--- src/rtl/sort_into_snake_matrix_macros.svh ---
// Assertion macros for the snake matrix sorter.
`ifndef SORT_INTO_SNAKE_MATRIX_MACROS_SVH
`define SORT_INTO_SNAKE_MATRIX_MACROS_SVH
`ifndef SYNTH
// Same-cycle implication, checked at every rising edge outside reset.
`define SISM_ASSERT_IMP(lbl, clk, rstn, ante, cons) \
    lbl: assert property (@(posedge clk) disable iff (!rstn) (ante) |-> (cons)) \
        else $error("sort_into_snake_matrix: assertion failed");
// Next-cycle implication.
`define SISM_ASSERT_NXT(lbl, clk, rstn, ante, cons) \
    lbl: assert property (@(posedge clk) disable iff (!rstn) (ante) |=> (cons)) \
        else $error("sort_into_snake_matrix: assertion failed");
`else
`define SISM_ASSERT_IMP(lbl, clk, rstn, ante, cons)
`define SISM_ASSERT_NXT(lbl, clk, rstn, ante, cons)
`endif
`endif

--- src/rtl/sism_pkg.sv ---
// Types and constants shared by the snake matrix sorter.
package sism_pkg;

    localparam int VAL_W     = 16;
    localparam int DIM_W     = 4;
    localparam int IDX_W     = 3;
    localparam int CFG_IDX_W = 2;
    localparam int ADDR_W    = 6;

    localparam logic [CFG_IDX_W-1:0] CFG_ROWS = 2'd0;
    localparam logic [CFG_IDX_W-1:0] CFG_COLS = 2'd1;

    typedef enum logic [2:0] {
        ST_LOAD,
        ST_KEY,
        ST_KEYW,
        ST_SCAN,
        ST_PLACE,
        ST_EMIT,
        ST_DRAIN
    } state_t;

    // one write and one read access to the value store per cycle
    typedef struct packed {
        logic                    we;
        logic [ADDR_W-1:0]       waddr;
        logic signed [VAL_W-1:0] wdata;
        logic                    re;
        logic [ADDR_W-1:0]       raddr;
    } mem_req_t;

endpackage

--- src/rtl/sism_store.sv ---
// Value store: simple dual-port memory with registered read data.
module sism_store #(
    parameter int DEPTH = 64,
    parameter int AW    = 6
) (
    input  logic                             aclk,
    input  sism_pkg::mem_req_t               req,
    output logic signed [sism_pkg::VAL_W-1:0] rd_data
);

    logic signed [sism_pkg::VAL_W-1:0] mem [DEPTH];
    logic signed [sism_pkg::VAL_W-1:0] rd_data_reg;

    always_ff @(posedge aclk) begin
        if (req.we) begin
            mem[req.waddr[AW-1:0]] <= req.wdata;
        end
        if (req.re) begin
            rd_data_reg <= mem[req.raddr[AW-1:0]];
        end
    end

    assign rd_data = rd_data_reg;

endmodule

--- src/rtl/sort_into_snake_matrix.sv ---
// Snake matrix sorter: load, in-place insertion sort, snake-order emit.
// Load: one word per cycle, s_ready high only while loading a set.
// Sort: in-place insertion sort of n = rows*cols words (skipped when n = 1), one shift per cycle;
//   the emit phase follows the sort, or follows the load directly when n = 1.
// Emit: n result words at one per cycle while m_ready holds; the store's read register is the output stage.
// Reset (aresetn low, synchronous): rows = cols = max, load count 0; store not cleared.
module sort_into_snake_matrix #(
    parameter int MAX_ROWS = 8,
    parameter int MAX_COLS = 8
) (
    input  logic                                  aclk,
    input  logic                                  aresetn,
    // configuration writes
    input  logic                                  cfg_valid,
    output logic                                  cfg_ready,
    input  logic [sism_pkg::CFG_IDX_W-1:0]        cfg_index,
    input  logic [sism_pkg::DIM_W-1:0]            cfg_data,
    // matrix elements in
    input  logic                                  s_valid,
    output logic                                  s_ready,
    input  logic signed [sism_pkg::VAL_W-1:0]     s_value,
    // sorted snake matrix out
    output logic                                  m_valid,
    input  logic                                  m_ready,
    output logic [sism_pkg::IDX_W-1:0]            m_row,
    output logic [sism_pkg::IDX_W-1:0]            m_col,
    output logic signed [sism_pkg::VAL_W-1:0]     m_element,
    output logic                                  m_final_res
);

`include "sort_into_snake_matrix_macros.svh"

    localparam int DEPTH = MAX_ROWS * MAX_COLS;
    localparam int AW    = (DEPTH > 1) ? $clog2(DEPTH) : 1;
    localparam int CNT_W = $clog2(DEPTH + 1);
    localparam logic [sism_pkg::DIM_W-1:0] MAX_R = sism_pkg::DIM_W'(MAX_ROWS);
    localparam logic [sism_pkg::DIM_W-1:0] MAX_C = sism_pkg::DIM_W'(MAX_COLS);

    sism_pkg::state_t state_reg, state_next;

    logic [sism_pkg::DIM_W-1:0]        rows_reg, cols_reg;
    logic [CNT_W-1:0]                  load_cnt_reg, load_cnt_next;
    logic [CNT_W-1:0]                  i_reg, i_next;   // element being inserted
    logic [CNT_W-1:0]                  j_reg, j_next;   // hole position
    logic signed [sism_pkg::VAL_W-1:0] key_reg, key_next;
    logic [sism_pkg::IDX_W-1:0]        r_reg, r_next, c_reg, c_next;
    logic                              m_valid_reg, m_valid_next;
    logic [sism_pkg::IDX_W-1:0]        m_row_reg, m_row_next, m_col_reg, m_col_next;
    logic                              m_final_reg, m_final_next;

    sism_pkg::mem_req_t                mem_req;
    logic signed [sism_pkg::VAL_W-1:0] rd_data;

    // effective dimensions, out-of-range values clamped
    logic [sism_pkg::DIM_W-1:0]        nr, nc;
    logic [CNT_W-1:0]                  total;
    logic [CNT_W-1:0]                  load_cnt_inc, i_inc;
    // snake addressing for the emit phase
    logic [sism_pkg::DIM_W-1:0]        pos;
    logic [2*sism_pkg::DIM_W-1:0]      emit_addr;
    logic                              col_last, row_last;

    always_comb begin
        nr = (rows_reg == '0) ? 4'd1 : ((rows_reg > MAX_R) ? MAX_R : rows_reg);
        nc = (cols_reg == '0) ? 4'd1 : ((cols_reg > MAX_C) ? MAX_C : cols_reg);
    end

    assign total        = CNT_W'({4'd0, nr} * {4'd0, nc});
    assign load_cnt_inc = load_cnt_reg + 1'b1;
    assign i_inc        = i_reg + 1'b1;

    // odd rows run right to left through the sorted list
    assign pos       = r_reg[0] ? (nc - 4'd1 - {1'b0, c_reg}) : {1'b0, c_reg};
    assign emit_addr = ({5'd0, r_reg} * {4'd0, nc}) + {4'd0, pos};
    assign col_last  = ({1'b0, c_reg} == (nc - 4'd1));
    assign row_last  = ({1'b0, r_reg} == (nr - 4'd1));

    // configuration registers
    assign cfg_ready = 1'b1;

    always_ff @(posedge aclk) begin
        if (!aresetn) begin
            rows_reg <= MAX_R;
            cols_reg <= MAX_C;
        end else if (cfg_valid && cfg_ready) begin
            case (cfg_index)
                sism_pkg::CFG_ROWS: rows_reg <= cfg_data;
                sism_pkg::CFG_COLS: cols_reg <= cfg_data;
                default: ;
            endcase
        end
    end

    always_ff @(posedge aclk) begin
        if (!aresetn) begin
            state_reg    <= sism_pkg::ST_LOAD;
            load_cnt_reg <= '0;
            r_reg        <= '0;
            c_reg        <= '0;
            m_valid_reg  <= 1'b0;
        end else begin
            state_reg    <= state_next;
            load_cnt_reg <= load_cnt_next;
            r_reg        <= r_next;
            c_reg        <= c_next;
            m_valid_reg  <= m_valid_next;
        end
    end

    always_ff @(posedge aclk) begin
        i_reg       <= i_next;
        j_reg       <= j_next;
        key_reg     <= key_next;
        m_row_reg   <= m_row_next;
        m_col_reg   <= m_col_next;
        m_final_reg <= m_final_next;
    end

    always_comb begin
        state_next    = state_reg;
        load_cnt_next = load_cnt_reg;
        i_next        = i_reg;
        j_next        = j_reg;
        key_next      = key_reg;
        r_next        = '0;
        c_next        = '0;
        m_valid_next  = m_valid_reg;
        m_row_next    = m_row_reg;
        m_col_next    = m_col_reg;
        m_final_next  = m_final_reg;
        mem_req       = '0;

        case (state_reg)
            sism_pkg::ST_LOAD: begin
                if (s_valid) begin
                    mem_req.we    = 1'b1;
                    mem_req.waddr = sism_pkg::ADDR_W'(load_cnt_reg[AW-1:0]);
                    mem_req.wdata = s_value;
                    if (load_cnt_inc >= total) begin
                        load_cnt_next = '0;
                        i_next        = CNT_W'(1);
                        state_next    = (total == CNT_W'(1)) ? sism_pkg::ST_EMIT
                                                             : sism_pkg::ST_KEY;
                    end else begin
                        load_cnt_next = load_cnt_inc;
                    end
                end
            end

            sism_pkg::ST_KEY: begin
                mem_req.re    = 1'b1;
                mem_req.raddr = sism_pkg::ADDR_W'(i_reg);
                state_next    = sism_pkg::ST_KEYW;
            end

            // key arrives; fetch its left neighbor
            sism_pkg::ST_KEYW: begin
                key_next      = rd_data;
                j_next        = i_reg;
                mem_req.re    = 1'b1;
                mem_req.raddr = sism_pkg::ADDR_W'(i_reg - 1'b1);
                state_next    = sism_pkg::ST_SCAN;
            end

            // rd_data holds a[j-1]; shift it right or drop the key in the hole
            sism_pkg::ST_SCAN: begin
                mem_req.we    = 1'b1;
                mem_req.waddr = sism_pkg::ADDR_W'(j_reg);
                if (rd_data > key_reg) begin
                    mem_req.wdata = rd_data;
                    j_next        = j_reg - 1'b1;
                    if (j_reg > CNT_W'(1)) begin
                        mem_req.re    = 1'b1;
                        mem_req.raddr = sism_pkg::ADDR_W'(j_reg - CNT_W'(2));
                    end else begin
                        state_next = sism_pkg::ST_PLACE;
                    end
                end else begin
                    mem_req.wdata = key_reg;
                    i_next        = i_inc;
                    if (i_inc < total) begin
                        mem_req.re    = 1'b1;
                        mem_req.raddr = sism_pkg::ADDR_W'(i_inc);
                        state_next    = sism_pkg::ST_KEYW;
                    end else begin
                        state_next = sism_pkg::ST_EMIT;
                    end
                end
            end

            // key belongs in slot 0
            sism_pkg::ST_PLACE: begin
                mem_req.we    = 1'b1;
                mem_req.waddr = sism_pkg::ADDR_W'(j_reg);
                mem_req.wdata = key_reg;
                i_next        = i_inc;
                if (i_inc < total) begin
                    mem_req.re    = 1'b1;
                    mem_req.raddr = sism_pkg::ADDR_W'(i_inc);
                    state_next    = sism_pkg::ST_KEYW;
                end else begin
                    state_next = sism_pkg::ST_EMIT;
                end
            end

            // read register doubles as output stage: refill when empty or taken
            sism_pkg::ST_EMIT: begin
                r_next = r_reg;
                c_next = c_reg;
                if (!m_valid_reg || m_ready) begin
                    mem_req.re    = 1'b1;
                    mem_req.raddr = sism_pkg::ADDR_W'(emit_addr[AW-1:0]);
                    m_valid_next  = 1'b1;
                    m_row_next    = r_reg;
                    m_col_next    = c_reg;
                    m_final_next  = col_last && row_last;
                    if (col_last && row_last) begin
                        state_next = sism_pkg::ST_DRAIN;
                    end else if (col_last) begin
                        c_next = '0;
                        r_next = r_reg + 1'b1;
                    end else begin
                        c_next = c_reg + 1'b1;
                    end
                end
            end

            sism_pkg::ST_DRAIN: begin
                if (m_ready) begin
                    m_valid_next = 1'b0;
                    state_next   = sism_pkg::ST_LOAD;
                end
            end

            default: begin
                state_next = sism_pkg::ST_LOAD;
            end
        endcase
    end

    sism_store #(
        .DEPTH (DEPTH),
        .AW    (AW)
    ) u_store (
        .aclk    (aclk),
        .req     (mem_req),
        .rd_data (rd_data)
    );

    assign s_ready     = (state_reg == sism_pkg::ST_LOAD);
    assign m_valid     = m_valid_reg;
    assign m_row       = m_row_reg;
    assign m_col       = m_col_reg;
    assign m_element   = rd_data;
    assign m_final_res = m_final_reg;

    // loading and emitting never overlap
    `SISM_ASSERT_IMP(a_load_emit_excl, aclk, aresetn, s_ready, !m_valid)
    // sort and emit never read an entry in the cycle it is rewritten
    `SISM_ASSERT_IMP(a_no_rw_collide, aclk, aresetn, mem_req.we && mem_req.re, mem_req.waddr != mem_req.raddr)
    // taking the last word of a set reopens the input
    `SISM_ASSERT_NXT(a_final_ends_set, aclk, aresetn, m_valid && m_ready && m_final_res, s_ready)
    // load count stays inside the store
    `SISM_ASSERT_IMP(a_cnt_in_range, aclk, aresetn, s_ready, load_cnt_reg < CNT_W'(DEPTH))

endmodule
--- config.mk ---
export PLATFORM = sky130hd
export DESIGN_NAME = sort_into_snake_matrix
export DESIGN_NICKNAME = d
export VERILOG_FILES = /design/src/rtl/sism_pkg.sv /design/src/rtl/sism_store.sv /design/src/rtl/sort_into_snake_matrix.sv
export VERILOG_INCLUDE_DIRS = /design/src /design/src/rtl
export SDC_FILE = /design/constraint.sdc
export NUM_CORES = 1
export LEC_CHECK = 0
export BUFFER_PORTS_ARGS = -buffer_cell sky130_fd_sc_hd__clkbuf_2
export CAP_MARGIN = 20
export CORE_ASPECT_RATIO = 0.5
export CORE_MARGIN = 4
export CORE_UTILIZATION = 37
export DETAILED_ROUTE_END_ITERATION = 8
export PLACE_DENSITY_LB_ADDON = 0.15
export SYNTH_ARGS = -nofsm -noshare
export SYNTH_HDL_FRONTEND = slang
export SYNTH_SLANG_ARGS = --single-unit
--- constraint.sdc ---
create_clock -name aclk -period 6.65 [get_ports aclk]
set_clock_uncertainty 0.05 [all_clocks]
set_input_delay 1.995 -clock aclk [delete_from_list [all_inputs] [get_ports aclk]]
set_output_delay 1.995 -clock aclk [all_outputs]
set_load 0.05 [all_outputs]
==> results of run 1 <==
## synth_stat cells, types with 15 or more instances
cell      number
a21o_1        15
a21oi_1      110
a222oi_1      16
a22oi_1       16
a31oi_1       81
a32oi_1       25
and2_1        18
and3_1        19
buf_2        103
buf_4         15
clkbuf_1      99
dfxtp_1       25
edfxtp_1    1077
ha_1          60
inv_1         58
mux2i_1       66
nand2_1      484
nand3_1      137
nand4_1       28
nor2_1       278
nor2b_1       20
nor3_1       221
o211ai_1      38
o21ai_0      175
o21ai_1       15
o221ai_1      28
or3_1         52
xnor2_1       27
## power breakdown
| group | internal (mW) | leakage [nW] | switching, mW | total (mW) |
|---|---|---|---|---|
| sequential | 7.68 | 10.1 | 0.0292 | 7.71 |
| clock | 3.51 | 1.71 | 2.72 | 6.23 |
| combinational | 0.139 | 6.92 | 0.455 | 0.594 |
## final timing paths
check | from | end | slack, ns
hold / removal | rows_reg[0] | rows_reg[0] | 0.48
setup / recovery | cols_reg[3] | u_store.rd_data[7] | 0.29
setup reg to reg | cols_reg[3] | u_store.rd_data[7] | 0.29
hold reg to reg | rows_reg[0] | rows_reg[0] | 0.48
## what timing repair did
action | in CTS | in global routing
resized for setup | 0 | 7
buffers inserted | 0 | 1
setup endpoints to repair | 0 | 16
hold buffers | 0 | 0
## routing by layer
metal	vias up	routed length [microns]	GRT usage
li1	13900	-	-
met1	16100	68900	0.345
met2	1401	68900	0.350
met3	178	14100	0.0457
met4	0	3590	0.0569
met5	-	0	0
## worst register-to-register path: cells and delay by family, from the launching register on
| family | cells | cell delay (ns) |
|---|---|---|
| buffers and inverters | 4 | 0.83 |
| AOI/OAI and AO/OA | 11 | 2.55 |
| and+or+nand+nor | 2 | 0.35 |
| adders and majority gates | 4 | 1.77 |
| DFF | 1 | 0.41 |
| xor gates and xnor gates | 1 | 0.17 |
## kinds of logic after synthesis
family | after synthesis | synth area share
AOI/OAI and AO/OA | 659 | 0.0954
xor gates and xnor gates | 41 | 0.00785
adders and majority gates | 70 | 0.0204
buffers and inverters | 295 | 0.0288
DFF | 1102 | 0.704
muxes | 74 | 0.0161
other | 1 | 0.0000803
and+or+nand+nor | 1315 | 0.128
## area by class of cell
class / count / area (sq um) / share of cell area
clock inverter: 73 / 786 / 0.0145
sequential: 1102 / 32800 / 0.607
timing repair buffer: 327 / 2870 / 0.0529
tap: 1674 / 2090 / 0.0387
clock buffer: 122 / 2710 / 0.0501
antenna: 3 / 7.51 / 0.000139
inverter: 61 / 229 / 0.00423
multi-input combinational: 2162 / 12600 / 0.233
==> reports/qor.yml, run 1 <==
cts:
  cts_made_buffers: 104
  cts_max_level: 3
  clock-sinks: 1102
  clk_pin_slew_ns: 0.06
  cts_buffer_depth: 3
  worstSkewPairLatency_ns: 0.74
  cts_tree: "done"
  cts_root_buf: "clkbuf_16"
worst_setup_path:
  cp.required_ns: 7.08
  startpoint_type: "register"
  cp.depth: 22
  slowest_delay_ns: 0.66
  slowest_stage: "o31ai_4"
  crit_chain: "nor2b_1 -> nand2_1 -> fa_1 -> inv_1 -> fa_1 -> fa_1 -> xnor2_1 -> ha_1 -> o211ai_1 -> a31oi_2 -> o32ai_4 -> o31ai_4 -> buf_4 -> o31a_4 -> o21ai_2 -> buf_4 -> o221ai_1 -> a31oi_1 -> a21oi_1 -> a31oi_1 -> buf_4 -> a211o_1"
  cp-end-kind: "register"
  r2r_cells: 22
  critPathKind: "register to register"
  worst-path-buf-inv: 4
  path_delay_family: "compound AO/OA/AOI/OAI gates"
  cp.arrival_ns: 6.79
  cp_max_fo: 13
final_layout:
  finalNonFillerCells: 5524
  mostFrequentLayoutCell: "edfxtp_1"
  finish.utilization: 0.436
  fill_cells: 11300
  final_cell_mix: "edfxtp_1, nand2_1, nor2_1"
  areaGrowthSynthToFinish_pct: 16.0
  drive_gt1_frac: 0.147
  final_area_sq_mm: 0.0541
  nNetsFinal: 3855
  largest_reg_flops: 1024
place:
  place_congestion: 0.862
  pre_cts_ws_ns: 0.124
  io_buffers: 51
  dpl.hpwl_mm: 99.9
  place_area_sq_mm: 0.0505
  dpl.cell_count: 5318
timing:
  min_period_over_period: 0.957
  clock.fmax_ghz: 0.157
  setup_tns_ns: 0
  setup_violations: 0
  tightest_slew_ns: 1.17
  layout_setup_ws_ns: 0.286
  hold_violations: 0
  rsz0062_at_grt: "false"
  min_period_ns: 6.36
  fin_worst_hold_slack_ns: 0.479
  slew_viol_final: 0
  relSlewSlack: 0.218
yosys:
  synthArstFlopShare: 0
  netlist_area_sq_mm: 0.0467
  synth-seq-area-share: 0.704
  ys_top_cells_by_area: "edfxtp_1, nand2_1, nor3_1"
  synth_cell_types: 93
  synth_edf_count: 1077
  avgSynthCellArea_sq_um: 13.1
  yosys.area.top_type: "edfxtp_1"
  syn_inst: 3557
  synth_top_area_share: 0.693
  yosysWarnings: 0
  synth_flop_cell: "edfxtp_1"
  syn-num-nets: 3654
  synth_seq_cells: 1102
routing:
  ant_nets: 0
  drt_wl_total_mm: 155
  via_per_inst: 5.71
  vias: 31500
  wl_per_cell_microns: 28.1
  first_iter_violations: 4242
  dr.pass1.iters: 6
  drc: 0
die:
  die_h_microns: 259
  rows: 91
  start_util: 0.376
  dieArea_sq_mm: 0.132
  die_w_microns: 510
  ioPinCount: 53
  core_sq_mm: 0.124
pwr:
  pwr_density_cell_mw_per_mm2: 268
  ir_drop_uv: 215
  leakagePower_nw: 18.7
  fin_total_pwr_mw: 14.5
grt:
  grtUsageTotal: 0.232
  grt_start_max_net_pins: 66
  grt_pass1_vias: 30000
  grt-ovfl-total: 0
  grt_pass1_wl_mm: 223
  antenna_found_initial: 7
min_path:
  worstHoldPathType: "register to register"
  hold_depth: 2
status:
  status: "finished, final reports clean"
run:
  maxCapViolCount: 0
No activity file was read; power rests on OpenSTA's default activity.
==> inputs of run 2 (changes only) <==
ABC_AREA = 1   (was unset)
SYNTH_HIERARCHICAL = 1   (was unset)
==> run 2 against run 1 <==
Global-route usage fell by 2.1 points. Sequential share of layout area is 0.72 points higher. First-iteration DRC count shrank 13%. Wire length is 7.6% lower. Core utilization fell by 1.4 points. Power increased by 1.0%. Critical path depth up 5. Largest cell class unchanged. Largest power group unchanged. Sequential power rose by 0.8%. Final cell count is 10% higher.
==> reports/qor.yml, run 2 <==
worst_setup_path:
  cp-end-kind: "register"
  cp.arrival_ns: 6.82
  startpoint_type: "register"
  cp.required_ns: 7.07
  cp_max_fo: 184
  r2r_cells: 27
  critPathKind: "register to register"
yosys:
  synth_top_family_by_area: "simple AND/OR/NAND/NOR gates"
  synth-seq-area-share: 0.690
  yosys.area.top_type: "edfxtp_1"
  syn_inst: 4250
  synth_most_common_cell: "nand2_1"
  ys_top_cells_by_area: "edfxtp_1, nand2_1, nand3_1"
  syn-num-nets: 4345
  netlist_area_sq_mm: 0.0476
  synth_adder_area_share: 0.0194
  synth_cell_types: 49
  synth_seq_cells: 1102
  synth_compound_area_frac: 0.0142
  synth_flop_cell: "edfxtp_1"
  yosysWarnings: 6
  avgSynthCellArea_sq_um: 11.2
  synthArstFlopShare: 0
  synth_top_area_share: 0.679
  synth_edf_count: 1077
  synth_xor_area_frac: 0.00402
  synthTopCellsByCount: "nand2_1, edfxtp_1, nand3_1, inv_1, nor2_1"
  yosys.area_share.simple: 0.230
  synth_mux_area_frac: 0
place:
  dpl.hpwl_mm: 84.3
  io_buffers: 51
  place_congestion: 0.860
  place_area_sq_mm: 0.0501
  dpl.cell_count: 5913
timing:
  relSlewSlack: 0.276
  fin_worst_hold_slack_ns: 0.439
  clock.fmax_ghz: 0.156
  min_period_over_period: 0.961
  min_period_ns: 6.39
  rsz0062_at_grt: "false"
  setup_tns_ns: 0
  setup_violations: 0
  slew_viol_final: 0
  hold_violations: 0
  tightest_slew_ns: 1.08
cts:
  hold_buffers: 0
  clock-sinks: 1102
  clk_pin_slew_ns: 0.07
  cts_made_buffers: 104
  cts_setup_buffers: 0
  cts_root_buf: "clkbuf_16"
  worstSkewPairLatency_ns: 0.74
  cts_tree: "done"
  cts_buffer_depth: 3
  cts_resized: 0
  cts_max_level: 3
final_layout:
  finalNonFillerCells: 6102
  final_cell_mix: "nand2_1, edfxtp_1, nand3_1"
  fill_cells: 11900
  drive_gt1_frac: 0.0934
  largest_reg_flops: 1024
  areaGrowthSynthToFinish_pct: 12.4
  final_area_sq_mm: 0.0535
  diodes: 0
  mostFrequentLayoutCell: "nand2_1"
  nNetsFinal: 4422
die:
  ioPinCount: 53
  die_h_microns: 262
  die_w_microns: 515
  core_sq_mm: 0.127
  rows: 92
  dieArea_sq_mm: 0.135
  start_util: 0.375
routing:
  dr.pass1.iters: 5
  drc: 0
  first_iter_violations: 3693
  ant_nets: 0
  drt_wl_total_mm: 144
  vias: 32400
  wl_per_cell_microns: 23.5
  via_per_inst: 5.31
grt:
  grt_use_met3: 0.0350
  grt_start_max_net_pins: 185
  grt_pass1_wl_mm: 212
  grt-ovfl-total: 0
  met1_usage: 0.314
  met2_usage: 0.327
  grtUsageTotal: 0.211
  busiest_layer: "met2"
  grt_pass1_vias: 30200
  antenna_found_initial: 6
pwr:
  pwr_density_cell_mw_per_mm2: 274
  fin_total_pwr_mw: 14.7
  ir_drop_uv: 183
  leakagePower_nw: 19.6
min_path:
  hold_depth: 2
  worstHoldPathType: "register to register"
run:
  maxCapViolCount: 0
status:
  status: "finished, final reports clean"
==> run 2: changes by cell type after synthesis, sizes merged, moves of 72 or more <==
cell / previous run / this run
nor3: 222 / 10
nor2: 285 / 127
o21ai: 193 / 27
a21oi: 110 / 38
a31oi: 83 / 7
nand2: 487 / 1496
inv: 61 / 135
nand3: 138 / 909
==> run 2: cell families (layout without fill, tap and decap cells) <==
family / Yosys count / in the layout
and+or+nand+nor: 2569 / 2569
DFF: 1102 / 1102
adders and majority gates: 68 / 68
xor gates and xnor gates: 21 / 21
AOI/OAI and AO/OA: 113 / 113
buffers and inverters: 376 / 536
other: 1 / 1
==> run 2: metal layers <==
layer	vias up	routed length [microns]
met5	-	0
met4	0	2780
met3	161	10500
met2	1187	63900
met1	16100	66500
li1	14900	-
==> run 2: through the flow <==
stage / setup WS (ns) / utilization
6_report: 0.259 / 0.422
5_1_grt: 0.00318 / 0.422
4_1_cts: 0.408 / 0.422
3_5_place_dp: 0.425 / 0.395
3_3_place_gp: 0.512 / 0.395
2_1_floorplan: 1.22 / -
==> run 2: where the power goes <==
part	switching, mW	internal [mW]	leakage [nW]
Sequential	0.0232	7.75	10.0
Clock	2.70	3.35	1.66
Combinational	0.686	0.188	7.93
Total	3.41	11.3	19.6
==> run 2: worst max-delay path, cell delays in order (launching register included) <==
cell and delay (ns):
dfxtp_1 0.39, nor2_1 0.25, nand2_1 0.12, fa_1 0.55, inv_1 0.05, fa_1 0.48, fa_1 0.44, xnor2_1 0.35
ha_1 0.31, a21oi_1 0.15, nand3b_2 0.14, nand2_2 0.06, nor2_4 0.16, nand2_2 0.09, nand2_1 0.10, nand2_1 0.10
a21oi_4 0.16, buf_12 0.18, inv_16 0.15, buf_4 0.43, nand2_1 0.08, nand3_1 0.07, nand3_1 0.19, nand2_1 0.07
nand2_1 0.06, nand3_1 0.24, nand3_1 0.37, nand2_1 0.10
==> run 2: cell type report <==
class | instances | area [sq um] | area share
clock buffers | 120 | 2700 | 0.0505
repair buffers | 208 | 1720 | 0.0322
flip-flops and latches | 1102 | 32800 | 0.614
multi-input cells | 2772 | 12900 | 0.241
inverters | 139 | 548 | 0.0102
clock inverters | 69 | 697 | 0.0130
well taps | 1692 | 2120 | 0.0396
==> run 2: path summary, 6_finish.rpt <==
check / startpoint / end / slack (ns)
setup / recovery: cols_reg[3] / u_store/rd_data[14] / 0.26
hold / removal: cols_reg[1] / cols_reg[1] / 0.44
setup reg to reg: cols_reg[3] / u_store/rd_data[14] / 0.26
hold reg to reg: cols_reg[1] / cols_reg[1] / 0.44
